### src/ppl_pkg.sv
// Shared types and constants for the patchy pair potential lookup.
`timescale 1ns / 1ps

package ppl_pkg;

    localparam int SITE_W      = 48;
    localparam int WORD_W      = 32;
    localparam int ENERGY_W    = 36;
    localparam int INV_STEP_W  = 24;
    localparam int SCALE_SHIFT = 24;
    localparam int FRAC_SHIFT  = 16;
    localparam int LANES       = 9;
    localparam int TAB_COUNT   = 7;
    localparam int SITES       = 3;

    localparam logic [INV_STEP_W-1:0] INV_STEP_RESET = 24'd65536;

    localparam logic [2:0] TAB_BB   = 3'd0;
    localparam logic [2:0] TAB_HS   = 3'd1;
    localparam logic [2:0] TAB_BS1  = 3'd2;
    localparam logic [2:0] TAB_BS2  = 3'd3;
    localparam logic [2:0] TAB_S1S1 = 3'd4;
    localparam logic [2:0] TAB_S1S2 = 3'd5;
    localparam logic [2:0] TAB_S2S2 = 3'd6;

    localparam logic [1:0] KIND_M = 2'd0;
    localparam logic [1:0] KIND_C = 2'd1;

    localparam logic [1:0] CFG_RANGE_SQUARED  = 2'd0;
    localparam logic [1:0] CFG_INV_STEP       = 2'd1;
    localparam logic [1:0] CFG_MIXTURE_ENABLE = 2'd2;

    // Lane 0 is the center pair; lanes 1 to 8 are the other site pairs.
    localparam int LANE_FIRST  [LANES] = '{0, 0, 0, 1, 1, 1, 2, 2, 2};
    localparam int LANE_SECOND [LANES] = '{0, 1, 2, 0, 1, 2, 0, 1, 2};

    // Lanes that drive the two read ports of each table.
    localparam int TAB_LANE_A [TAB_COUNT] = '{0, 0, 1, 2, 4, 5, 8};
    localparam int TAB_LANE_B [TAB_COUNT] = '{0, 0, 3, 6, 4, 7, 8};

    typedef struct packed {
        logic               mode;
        logic [47:0]        first_center;
        logic [47:0]        first_patch_one;
        logic [47:0]        first_patch_two;
        logic [47:0]        second_center;
        logic [47:0]        second_patch_one;
        logic [47:0]        second_patch_two;
        logic [1:0]         first_kind;
        logic [1:0]         second_kind;
        logic [2:0]         table_select;
        logic [9:0]         table_index;
        logic signed [31:0] table_word;
    } item_t;

    typedef struct packed {
        logic signed [35:0] energy;
        logic               bonded;
        logic               kind_error;
    } result_t;

    // Control that travels alongside an item through the pipeline.
    typedef struct packed {
        logic               valid;
        logic               mode;
        logic               negate;
        logic               kind_err;
        logic [2:0]         sel;
        logic [9:0]         idx;
        logic signed [31:0] word;
    } side_t;

endpackage

### src/ppl_sqrt.sv
// Pipelined integer square root of d2 scaled by 2^16, one root bit per stage.
`timescale 1ns / 1ps

module ppl_sqrt #(
    parameter int COORD_BITS = 16
) (
    input  logic                                        clk,
    input  logic [2*COORD_BITS-1:0]                     d2,
    output logic [COORD_BITS+ppl_pkg::FRAC_SHIFT/2-1:0] root
);

    localparam int N     = COORD_BITS + ppl_pkg::FRAC_SHIFT / 2;
    localparam int REM_W = N + 2;
    localparam int RAD_W = 2 * N;

    logic [REM_W-1:0] rem_in   [N];
    logic [N-1:0]     root_in  [N];
    logic [RAD_W-1:0] rad_in   [N];
    logic [REM_W-1:0] rem_reg  [N];
    logic [N-1:0]     root_reg [N];
    logic [RAD_W-1:0] rad_reg  [N];

    assign rem_in[0]  = '0;
    assign root_in[0] = '0;
    assign rad_in[0]  = {d2, {ppl_pkg::FRAC_SHIFT{1'b0}}};

    for (genvar k = 0; k < N; k++)
    begin : g_stage
        logic [REM_W-1:0] rem_next;
        logic [N-1:0]     root_next;

        if (k > 0)
        begin : g_link
            assign rem_in[k]  = rem_reg[k-1];
            assign root_in[k] = root_reg[k-1];
            assign rad_in[k]  = rad_reg[k-1];
        end

        // Bring down two radicand bits and try to append a one to the root.
        always_comb
        begin
            logic [REM_W-1:0] r2;
            logic [REM_W-1:0] trial;
            r2    = {rem_in[k][REM_W-3:0], rad_in[k][RAD_W-1 -: 2]};
            trial = {root_in[k], 2'b01};
            if (r2 >= trial)
            begin
                rem_next  = r2 - trial;
                root_next = {root_in[k][N-2:0], 1'b1};
            end
            else
            begin
                rem_next  = r2;
                root_next = {root_in[k][N-2:0], 1'b0};
            end
        end

        always_ff @(posedge clk)
        begin
            rem_reg[k]  <= rem_next;
            root_reg[k] <= root_next;
            rad_reg[k]  <= rad_in[k] << 2;
        end
    end

    assign root = root_reg[N-1];

endmodule

### config.mk
export PLATFORM = sky130hd
export DESIGN_NAME = ppl_sqrt
export DESIGN_NICKNAME = d
export VERILOG_FILES = /design/src/ppl_pkg.sv /design/src/ppl_sqrt.sv
export SDC_FILE = /design/constraint.sdc
export NUM_CORES = 2
export LEC_CHECK = 0
export CAP_MARGIN = 0
export CORE_MARGIN = 2
export CORE_UTILIZATION = 47
export CTS_BUF_LIST = sky130_fd_sc_hd__clkbuf_8
export DETAILED_ROUTE_END_ITERATION = 7
export DONT_BUFFER_PORTS = 1
export GPL_TIMING_DRIVEN = 0
export PLACE_DENSITY_LB_ADDON = 0.08
export SLEW_MARGIN = 20
export SYNTH_ARGS = -nofsm -noshare
export SYNTH_HDL_FRONTEND = slang
export SYNTH_SLANG_ARGS = --single-unit
export TNS_END_PERCENT = 100
### constraint.sdc
create_clock -name clk -period 2.8 [get_ports clk]
set_clock_uncertainty 0.05 [all_clocks]
set_input_delay 0.42 -clock clk [delete_from_list [all_inputs] [get_ports clk]]
set_output_delay 0.42 -clock clk [all_outputs]
set_load 0.02 [all_outputs]
# Word-level counts from Yosys, hierarchy flattened
# Memory sizes are Yosys's and may differ from the RTL's.
# Index checks and enable logic that the tools add are counted.
# W data, S select, Z words.
# classes
addsub	24
magnitude_cmp	24
mux	48
# ops
cell	count
$mux W26	24
$ge A26 B26 Y1	23
$sub A26 B26 Y26	23
$mux W1	24
$sub A2 B1 Y3 const B	1
$ge A2 B1 Y1 const B	1
# word_totals
ff_bits	0
ram_bits	2304
inputBits	33
output_inout_bits	24
word_cells	99
memories	3
# mem_list
name	words	word_bits	rd	rd_ports_with_merged_regs	write_ports	line	text
rad_reg	24	46	23	0	24	ppl_sqrt.sv:21	logic [RAD_W-1:0] rad_reg [N];
rem_reg	24	26	23	0	24	ppl_sqrt.sv:19	logic [REM_W-1:0] rem_reg [N];
root_reg	24	24	24	0	24	ppl_sqrt.sv:20	logic [N-1:0] root_reg [N];

# Longest topological paths before layout
# An unclocked memory read counts as a cell.
# depth
word_depth	3
mapped_depth	15
ltp_nobuf	13

# Worst setup path before layout
# OpenSTA, ideal clock, no wires.
# synth_timing
path_kind	register to register
from	mem rem_reg[19][0] (netlist bit)
to	mem rem_reg[20][14] (netlist bit)
setup_time_ns	0.121
t_arrival_ns	2.787
required_ns	2.629
slack_ns	-0.158
stages_incl_launch_ff	12
n_path_buf	1
period_less_slack_ns	2.958
path_cell_list	dfxtp_1 ha_1 inv_1 fa_1 nor2b_1 o31a_1 or3_1 a31oi_1 o22ai_1 nor4_1 clkbuf_1 mux2_2
# synth_rtl
element	line
start, declared	ppl_sqrt.sv:19

==> impl_metrics.toml <==
[logic_synthesis]
synth_nets = 4784
synthTopCellsByArea = "dfxtp_1 49%, ha_1 9.1%, xnor2_1 4.0%, xor2_1 3.7%, a21oi_1 3.5%"
synth-seq-cells = 1055
syn_inst = 4434
synth-async-reset-ratio = 0
synth_top_area_frac = 0.495
ys_seq_area_frac = 0.495
yosysUniqueCellTypes = 81
yosysWarnings = 0
syn_area_per_cell_sq_um = 9.63
synthesis.area_sq_mm = 0.0427
yosysTopAreaCell = "dfxtp_1"
synth-main-ff-cell = "dfxtp_1"
synth_edf_count = 0

[clocking]
cts_buffers = 169
htreeDepth = 4
worstSkewPairLatency_ns = 0.83
cts_tree = "done"
root_buffer = "clkbuf_8"
cts_max_path_buffers = 3
clock-sinks = 1055
clkTransAtPathRegs_ns = 0.06

[detailed_routing]
initialDrtViolationCount = 1589
wire_per_inst_um = 15.5
routed_via_density = 5.16
dr_total_vias = 31400
ant_nets = 0
routed_wl_mm = 94.4
drc_errors = 0
first_pass_iters = 7

[flow_run]
maxCapViolCount = 0

[grt]
grt_pass1_wl_mm = 148
grt_usage = 0.194
met1_usage = 0.272
use_met2 = 0.298
overflow = 0
grt_pass1_vias = 29800
met3_usage = 0.0424
busiest_layer = "met2"
antenna_found_initial = 2
grt_start_max_net_pins = 17

[timing]
max_freq_ghz = 0.337
rsz0062_at_grt = "true"
setup_ws_ns = -0.167
maxSlewViolCount = 0
period_minus_slack_ns = 2.97
slew_headroom = 0.368
hold_viol = 0
setup_viol = 50
final.period_utilization = 1.06
tightest_slew_ns = 0.940

[placed_design]
dp_worst_setup_slack_ns = -0.987
gp_congestion = 0.879
post-dp-hpwl_mm = 67.3
io_buffer_count = 0

[pwr]
intPower_uw = 30000
p_clk_frac = 0.287
p_seq_frac = 0.464
switchingPower_uw = 13800
finalPower_uw = 43800
peakVddDrop_mv = 0.553
leakage_uw = 0.0244
p_per_area_mw_per_mm2 = 841
combPwrFrac = 0.249
p_sw_frac = 0.314

[setup_path]
crit_type = "reg -> reg"
cp-start-kind = "flop"
crit_fanout = 3
arrival_ns = 3.61
crit_required_ns = 3.44
end_kind = "flop"

[die]
num_rows = 110
start_util = 0.474
die_y_um = 305
coreArea_sq_mm = 0.0900
die_area_sq_mm = 0.0933
fp.dieW_um = 305
num_io_pins = 57

[worst_hold_path]
hold_path_class = "in -> reg"

[cells_and_area]
final_common_cell = "dfxtp_1"
final_cell_mix = "1025 x dfxtp_1, 430 x inv_1, 272 x nor2_1"
syn_to_final_growth_pct = 21.8
nets = 5121
drive_above_1_share = 0.188
largest_reg_flops = 515

[outcome]
status = "complete, but fails checks"
violations = "negative setup slack"
-- metal layers --
layer / share of wire / wire length [um]
met5: 0 / 0
met4: 0.018 / 1750
met3: 0.052 / 4870
met2: 0.44 / 41900
met1: 0.49 / 45900
-- critical path, stage by stage (launching register included) --
cell	delay [ns]
dfxtp_4	0.36
ha_4	0.25
a211oi_4	0.21
o21bai_2	0.13
a311oi_2	0.35
nor3_2	0.09
or3_4	0.38
o31a_1	0.30
a221oi_2	0.37
mux2_4	0.33
-- cell families (layout without fill, tap and decap cells) --
logic type,after synthesis,after routing,share of synthesized area
DFF,1055,1055,0.495
AOI/OAI and AO/OA,943,944,0.136
buffers and inverters,480,946,0.0424
adders and majority gates,317,317,0.0941
other,1,2,0.0000878
xor gates and xnor gates,375,375,0.0769
muxes,56,56,0.0146
and+or+nand+nor,1207,1207,0.141
-- path summary, 6_finish.rpt --
path,startpoint,end,slack [ns],cells past startpoint
max,rem_reg[17][0],rem_reg[18][23],-0.17,9
min,d2[3],rad_reg[0][19],0.11,1
min reg2reg,rad_reg[0][135],rad_reg[0][183],0.26,0
max reg2reg,rem_reg[17][0],rem_reg[18][23],-0.17,9
-- final cells by class --
type / instances / area, sq um
well taps: 1176 / 1470
clock buffers: 198 / 2730
inverters: 385 / 1460
repair buffers: 184 / 1850
flip-flops and latches: 1055 / 21200
plain buffers: 76 / 714
diodes: 1 / 2.50
fillers: 7965 / 38000
clock inverters: 103 / 569
multi-input cells: 2900 / 22000
-- cells in the mapped netlist, types with 40 or more instances --
cell type	number
clkbuf_1	84
nor2_1	316
nor2b_1	56
a21o_1	81
nor4_1	53
dfxtp_1	1055
nand4_1	40
xnor2_1	194
nor3_1	110
o21a_1	58
ha_1	310
xor2_1	181
nand2b_1	66
inv_1	385
o21ai_0	258
a21oi_1	301
nand3_1	77
mux2_2	50
nand2_1	299
-- through the flow --
stage          hold slack (ns)  area [sq um]  utilization  TNS, ns  std cells
6_report                 0.112         52000        0.578    -3.41       6078
5_1_grt                 0.0370         52000        0.578   -12.93       6078
4_1_cts                0.00104         49600        0.551    -3.73       6015
3_5_place_dp             0.262         44200        0.491  -172.34       5610
3_3_place_gp             0.260         44200        0.491  -167.78       5610
2_1_floorplan            0.260         42700            -  -0.0330       4434
-- power by group through the flow --
stage,combinational (uW),sequential (uW),clock (uW)
finish,10900,20300,12600
global route,12100,20600,13800
CTS,9430,20100,13100
detailed placement,8600,20400,0
global placement,8570,20400,0
floorplan,6960,19600,0
-- repair_timing --
| item | in CTS | in global routing |
|---|---|---|
| buffers inserted | 56 | 62 |
| pin swaps | 49 | 99 |
| setup endpoints to repair | 403 | 425 |
| endpoints found under the hold margin | 33 | 0 |
| cloned | 5 | 13 |
| resized for setup | 277 | 515 |
| hold buffers | 52 | 0 |
(Power assumes the default switching activity.)
