<file path="src/ppl_pkg.sv">
// Shared types and constants for the patchy pair potential lookup.
`timescale 1ns / 1ps

package ppl_pkg;

    localparam int SITE_W      = 48;
    localparam int WORD_W      = 32;
    localparam int ENERGY_W    = 36;
    localparam int INV_STEP_W  = 24;
    localparam int SCALE_SHIFT = 24;
    localparam int FRAC_SHIFT  = 16;
    localparam int LANES       = 9;
    localparam int TAB_COUNT   = 7;
    localparam int SITES       = 3;

    localparam logic [INV_STEP_W-1:0] INV_STEP_RESET = 24'd65536;

    localparam logic [2:0] TAB_BB   = 3'd0;
    localparam logic [2:0] TAB_HS   = 3'd1;
    localparam logic [2:0] TAB_BS1  = 3'd2;
    localparam logic [2:0] TAB_BS2  = 3'd3;
    localparam logic [2:0] TAB_S1S1 = 3'd4;
    localparam logic [2:0] TAB_S1S2 = 3'd5;
    localparam logic [2:0] TAB_S2S2 = 3'd6;

    localparam logic [1:0] KIND_M = 2'd0;
    localparam logic [1:0] KIND_C = 2'd1;

    localparam logic [1:0] CFG_RANGE_SQUARED  = 2'd0;
    localparam logic [1:0] CFG_INV_STEP       = 2'd1;
    localparam logic [1:0] CFG_MIXTURE_ENABLE = 2'd2;

    // Lane 0 is the center pair; lanes 1 to 8 are the other site pairs.
    localparam int LANE_FIRST  [LANES] = '{0, 0, 0, 1, 1, 1, 2, 2, 2};
    localparam int LANE_SECOND [LANES] = '{0, 1, 2, 0, 1, 2, 0, 1, 2};

    // Lanes that drive the two read ports of each table.
    localparam int TAB_LANE_A [TAB_COUNT] = '{0, 0, 1, 2, 4, 5, 8};
    localparam int TAB_LANE_B [TAB_COUNT] = '{0, 0, 3, 6, 4, 7, 8};

    typedef struct packed {
        logic               mode;
        logic [47:0]        first_center;
        logic [47:0]        first_patch_one;
        logic [47:0]        first_patch_two;
        logic [47:0]        second_center;
        logic [47:0]        second_patch_one;
        logic [47:0]        second_patch_two;
        logic [1:0]         first_kind;
        logic [1:0]         second_kind;
        logic [2:0]         table_select;
        logic [9:0]         table_index;
        logic signed [31:0] table_word;
    } item_t;

    typedef struct packed {
        logic signed [35:0] energy;
        logic               bonded;
        logic               kind_error;
    } result_t;

    // Control that travels alongside an item through the pipeline.
    typedef struct packed {
        logic               valid;
        logic               mode;
        logic               negate;
        logic               kind_err;
        logic [2:0]         sel;
        logic [9:0]         idx;
        logic signed [31:0] word;
    } side_t;

endpackage

</file>
<file path="src/ppl_dist.sv">
// Minimum-image squared distance between two sites, three register stages.
`timescale 1ns / 1ps

module ppl_dist #(
    parameter int COORD_BITS = 16
) (
    input  logic                      clk,
    input  logic [47:0]               site_a,
    input  logic [47:0]               site_b,
    input  logic [31:0]               range_squared,
    output logic [2*COORD_BITS-1:0]   d2,
    output logic                      in_range
);

    localparam int C     = COORD_BITS;
    localparam int EXT_W = (3 * C > ppl_pkg::SITE_W) ? 3 * C : ppl_pkg::SITE_W;
    localparam int CMP_W = (2 * C > 32) ? 2 * C : 32;

    logic [EXT_W-1:0] ext_a;
    logic [EXT_W-1:0] ext_b;
    logic [C-1:0]     mag_next [3];
    logic [C-1:0]     mag_reg  [3];
    logic [2*C-1:0]   sq_reg   [3];
    logic [2*C-1:0]   d2_next;
    logic [2*C-1:0]   d2_reg;
    logic             in_range_reg;

    // Coordinates above the 48 input bits read as zero.
    assign ext_a = EXT_W'(site_a);
    assign ext_b = EXT_W'(site_b);

    always_comb
    begin
        logic [C-1:0] diff;
        for (int ax = 0; ax < 3; ax++)
        begin
            diff = ext_a[ax*C +: C] - ext_b[ax*C +: C];
            mag_next[ax] = diff[C-1] ? (C'(0) - diff) : diff;
        end
    end

    assign d2_next = sq_reg[0] + sq_reg[1] + sq_reg[2];

    always_ff @(posedge clk)
    begin
        for (int ax = 0; ax < 3; ax++)
        begin
            mag_reg[ax] <= mag_next[ax];
            sq_reg[ax]  <= mag_reg[ax] * mag_reg[ax];
        end
        d2_reg       <= d2_next;
        in_range_reg <= CMP_W'(d2_next) < CMP_W'(range_squared);
    end

    assign d2       = d2_reg;
    assign in_range = in_range_reg;

endmodule

</file>
<file path="config.mk">
export PLATFORM = sky130hd
export DESIGN_NAME = ppl_dist
export DESIGN_NICKNAME = d
export VERILOG_FILES = /design/src/ppl_pkg.sv /design/src/ppl_dist.sv
export SDC_FILE = /design/constraint.sdc
export NUM_CORES = 2
export LEC_CHECK = 0
export ABC_CLOCK_PERIOD_IN_PS = 8300
export BUFFER_PORTS_ARGS = -buffer_cell sky130_fd_sc_hd__buf_4
export CAP_MARGIN = 20
export CORE_ASPECT_RATIO = 1.2
export CORE_MARGIN = 1.5
export CORE_UTILIZATION = 50
export CTS_BUF_LIST = sky130_fd_sc_hd__clkbuf_16
export DETAILED_ROUTE_END_ITERATION = 8
export GPL_TIMING_DRIVEN = 0
export HOLD_SLACK_MARGIN = 0.08
export PLACE_DENSITY = 0.69
export SYNTH_ARGS = -nofsm -noshare
export SYNTH_HDL_FRONTEND = slang
export SYNTH_SLANG_ARGS = --single-unit
</file>
<file path="constraint.sdc">
create_clock -name clk -period 8.3 [get_ports clk]
set_input_delay 0.415 -clock clk [delete_from_list [all_inputs] [get_ports clk]]
set_output_delay 0.415 -clock clk [all_outputs]
set_load 0.005 [all_outputs]
</file>
Yosys cells after proc, flatten, opt, wreduce, memory -nomap -nowiden
Memory sizes are Yosys's and may differ from the RTL's. Index checks and enable logic that the tools add are counted.

Bits in registers: 33. Bits in writable memories: 144. Bits of input ports: 129. Output and inout bits: 33. Word-level logic and storage cells: 19. Memories: 2.

Memories: sq_reg (depth 3, width 32, read ports 3, clocked after memory_dff 0, write ports 3, RTL line ppl_dist.sv:23) `logic [2*C-1:0] sq_reg [3];`; mag_reg (depth 3, width 16, read ports 3, clocked after memory_dff 0, write ports 3, RTL line ppl_dist.sv:22) `logic [C-1:0] mag_reg [3];`.

Add/subtract/negate cells: 8. Multipliers: 3. Order comparisons: 1. Muxes and demuxes: 3.

Operator list (count): $mul 16x16->32 (3); $add 32x32->32 (2); $mux 16 (3); $sub 1x16->16 const A (3); $sub 16x16->16 (3); $lt 32x32->1 (1).

Logic depth before layout (Yosys ltp)
Word-level depth: 3. Depth in mapped cells: 25. Gate-level depth less buffers: 24.

Least setup slack after synthesis
Ideal clock, no wire load.

Path kind: reg-to-reg. From: memory mag_reg[0][4] (netlist name). To: memory sq_reg[0][29] (netlist name). Library setup time: 0.072 ns. Arrival: 6.095 ns. Data required time: 8.228 ns. Slack: 2.133 ns. Stages on the path, launching flop included: 23. Path buffers: 2. Period minus slack after synthesis: 6.167 ns. Cells stage by stage: dfxtp_1 > clkbuf_1 > clkbuf_1 > nand2_1 > fa_1 > fa_1 > inv_1 > fa_1 > fa_1 > fa_1 > inv_1 > fa_1 > inv_1 > ha_1 > and3_1 > a221o_1 > a21o_1 > a221oi_2 > o211ai_1 > a31oi_1 > o21ai_0 > a21oi_1 > xnor2_1.

RTL lines (RTL line): from (decl) (ppl_dist.sv:22); to (decl) (ppl_dist.sv:23).

==> flow_metrics.tcl <==
set metrics [dict create \
    status "complete, no violations" \
    place_hpwl_microns 60600 \
    io_pins 162 \
    synth_cell_type_count 77 \
    routed_wl_microns 69600 \
    synth-edff-count 0 \
    postSynthCellCount 3493 \
    clk_pin_slew_ps 80 \
    firstDrtPassIters 5 \
    finalSetupTns_ps 0 \
    crit_chain "clkbuf_1 > clkbuf_1 > nand2_1 > fa_1 > fa_1 > inv_1 > fa_1 > fa_1 > fa_1 > inv_1 > fa_1 > inv_1 > ha_1 > and3_1 > a221o_1 > a21o_1 > a221oi_2 > o211ai_1 > a31oi_1 > o21ai_0 > a21oi_1 > xnor2_1" \
    drtAntennaViolNets 0 \
    cts_num_sinks 174 \
    synth-seq-cells 174 \
    grt_pass1_wl_microns 117000 \
    crit_arrival_ps 7620 \
    layout_worst_path_cycle_share_pct 86.7 \
    wire_per_inst_microns 15.4 \
    endpoint_kind "flip-flop" \
    start_util_pct 50.4 \
    crit_slowest_cell "fa_1" \
    synth.avg_cell_area_sq_um 8.93 \
    cts_tree "yes" \
    slew_headroom_pct 44.4 \
    worst_slew_pin_slew_ps 829 \
    ys_seq_area_share_pct 11.2 \
    synth_ff_type "dfxtp_1" \
    port-buffer-count 161 \
    grt_max_degree 19 \
    min-delay-path-class "input port to flip-flop" \
    critPathKind "flip-flop to flip-flop" \
    rows 100 \
    yosysWarnings 0 \
    nets 4732 \
    clock_latency_ps 510 \
    fin_cells 4507 \
    cts-hold-fix-buffers 0 \
    hold_viol 0 \
    fin_worst_skew_ps 16.3 \
    cp_max_fo 10 \
    dpl_cell_area_sq_mm 0.0334 \
    die-area_sq_mm 0.0639 \
    htreeDepth 4 \
    syn2layout_area_growth_pct 9.04 \
    antenna_found_initial 0 \
    drc_errors 0 \
    die_w_microns 231 \
    gp_congestion 0.902 \
    cp_top_family "adder cells" \
    coreArea_sq_mm 0.0618 \
    vias 23200 \
    drive_gt1_share_pct 6.34 \
    numCtsBuffers 17 \
    placedCellCount 4472 \
    cpPeakStageDelay_ps 560 \
    grt_use_total_pct 23.1 \
    critPathLaunchType "flip-flop" \
    rsz0062_at_grt "false" \
    cts_root_buf "clkbuf_16" \
    synth.cell_area_sq_mm 0.0312 \
    drtIter0Drc 1096 \
    async_flop_share_pct 0 \
    fmax_ghz 0.139 \
    viasPerCell 5.14 \
    clk_path_buf_depth 2 \
    cap_violations 0 \
    holdWs_ps 226 \
    die_y_microns 277 \
    globalRoute.totalOverflow 0 \
    final_cell_area_sq_mm 0.0340 \
    worst-path-buf-inv 5 \
    setup_viol 0 \
    postCtsResizedCells 0 \
    cts_setup_buffers 0 \
    finalCriticalPeriod_ps 7200 \
    largest_reg_flops 93 \
    worst_ep_required_time_ps 8720 \
    grt_pass1_vias 24600 \
    drv_slew 0 \
    cpMostUsedCell "fa_1" \
]
## worst min-delay path: cells and delay by family
family / cells / cell delay (ps)
adders and majority gates: 1 / 160
buffers and inverters: 2 / 120
## metrics by stage
step	utilization [%]	setup slack, ps
2_1_floorplan	-	2130
3_3_place_gp	54.1	1170
3_5_place_dp	54.1	1120
4_1_cts	55.0	1080
5_1_grt	55.0	611
6_report	55.0	1100
## placed cells by master, fill, tap and decap left out, drive strengths merged, types with 10 or more instances in the layout
master / netlist / layout
or2: 13 / 13
o21ai: 91 / 91
inv: 871 / 879
nor3: 34 / 34
a211oi: 10 / 10
buf: 5 / 167
nand3: 31 / 31
or3: 13 / 13
ha: 407 / 407
a21o: 62 / 62
and2: 123 / 123
a31oi: 23 / 23
a21oi: 142 / 142
nand2: 298 / 298
o21a: 33 / 33
nor2: 134 / 134
nor2b: 27 / 27
nand4: 14 / 14
o21bai: 26 / 26
xor2: 59 / 59
clkbuf: 70 / 87
xnor2: 161 / 161
nand2b: 21 / 21
fa: 521 / 521
dfxtp: 174 / 174
and3: 20 / 20
## routing by layer
layer  global-route usage, %  vias up  part of all wire, %
li1                        -    11200                    -
met1                    27.9    11400                   41
met2                    41.4      454                   51
met3                    3.09      135                  4.1
met4                    8.88        0                  3.5
met5                       0        -                    0
## final cells by class
| type | instances | area, sq um |
|---|---|---|
| Buffer | 75 | 295 |
| Timing Repair Buffer | 162 | 1210 |
| Sequential cell | 174 | 3480 |
| Fill cell | 5703 | 27800 |
| Antenna cell | 3 | 7.51 |
| Tap cell | 816 | 1020 |
| Inverter | 871 | 3270 |
| Clock inverter | 15 | 148 |
| Multi-Input combinational cell | 2374 | 24100 |
| Clock buffer | 17 | 425 |
## worst paths after layout
path	startpoint	to	slack (ps)	cells after the start
min	site_b[32]	mag_reg[0][32]	230	3
max reg2reg	mag_reg[0][1]	sq_reg[0][29]	1100	22
max	mag_reg[0][1]	sq_reg[0][29]	1100	22
min reg2reg	mag_reg[0][16]	sq_reg[0][32]	450	0
## Yosys cell counts (23+ instances only)
master	number	area share, %
ha_1	407	16
fa_1	521	33
nor3_1	34	0.55
and2_1	123	2.5
o21a_1	33	0.79
inv_1	871	10
xnor2_1	160	4.5
dfxtp_1	174	11
nand2_1	298	3.6
clkbuf_1	70	0.84
nor2b_1	27	0.54
a21o_1	62	1.5
nand3_1	31	0.50
a31oi_1	23	0.46
o21bai_1	26	0.63
a21oi_1	141	2.3
o21ai_0	87	1.4
xor2_1	59	1.7
nor2_1	134	1.6
## cells by family after synthesis
logic type      after synthesis  share of synthesized area (%)
compound gates              476                           9.92
xor+xnor                    220                           6.20
fa+ha+maj                   928                           49.8
buf+inv                     946                           11.4
flops                       174                           11.2
mux                           6                          0.209
other cells                   2                         0.0241
simple gates                741                           11.3
Power is not shown: default switching activity piles up to over one toggle a cycle in this logic, so the estimate is an artifact.
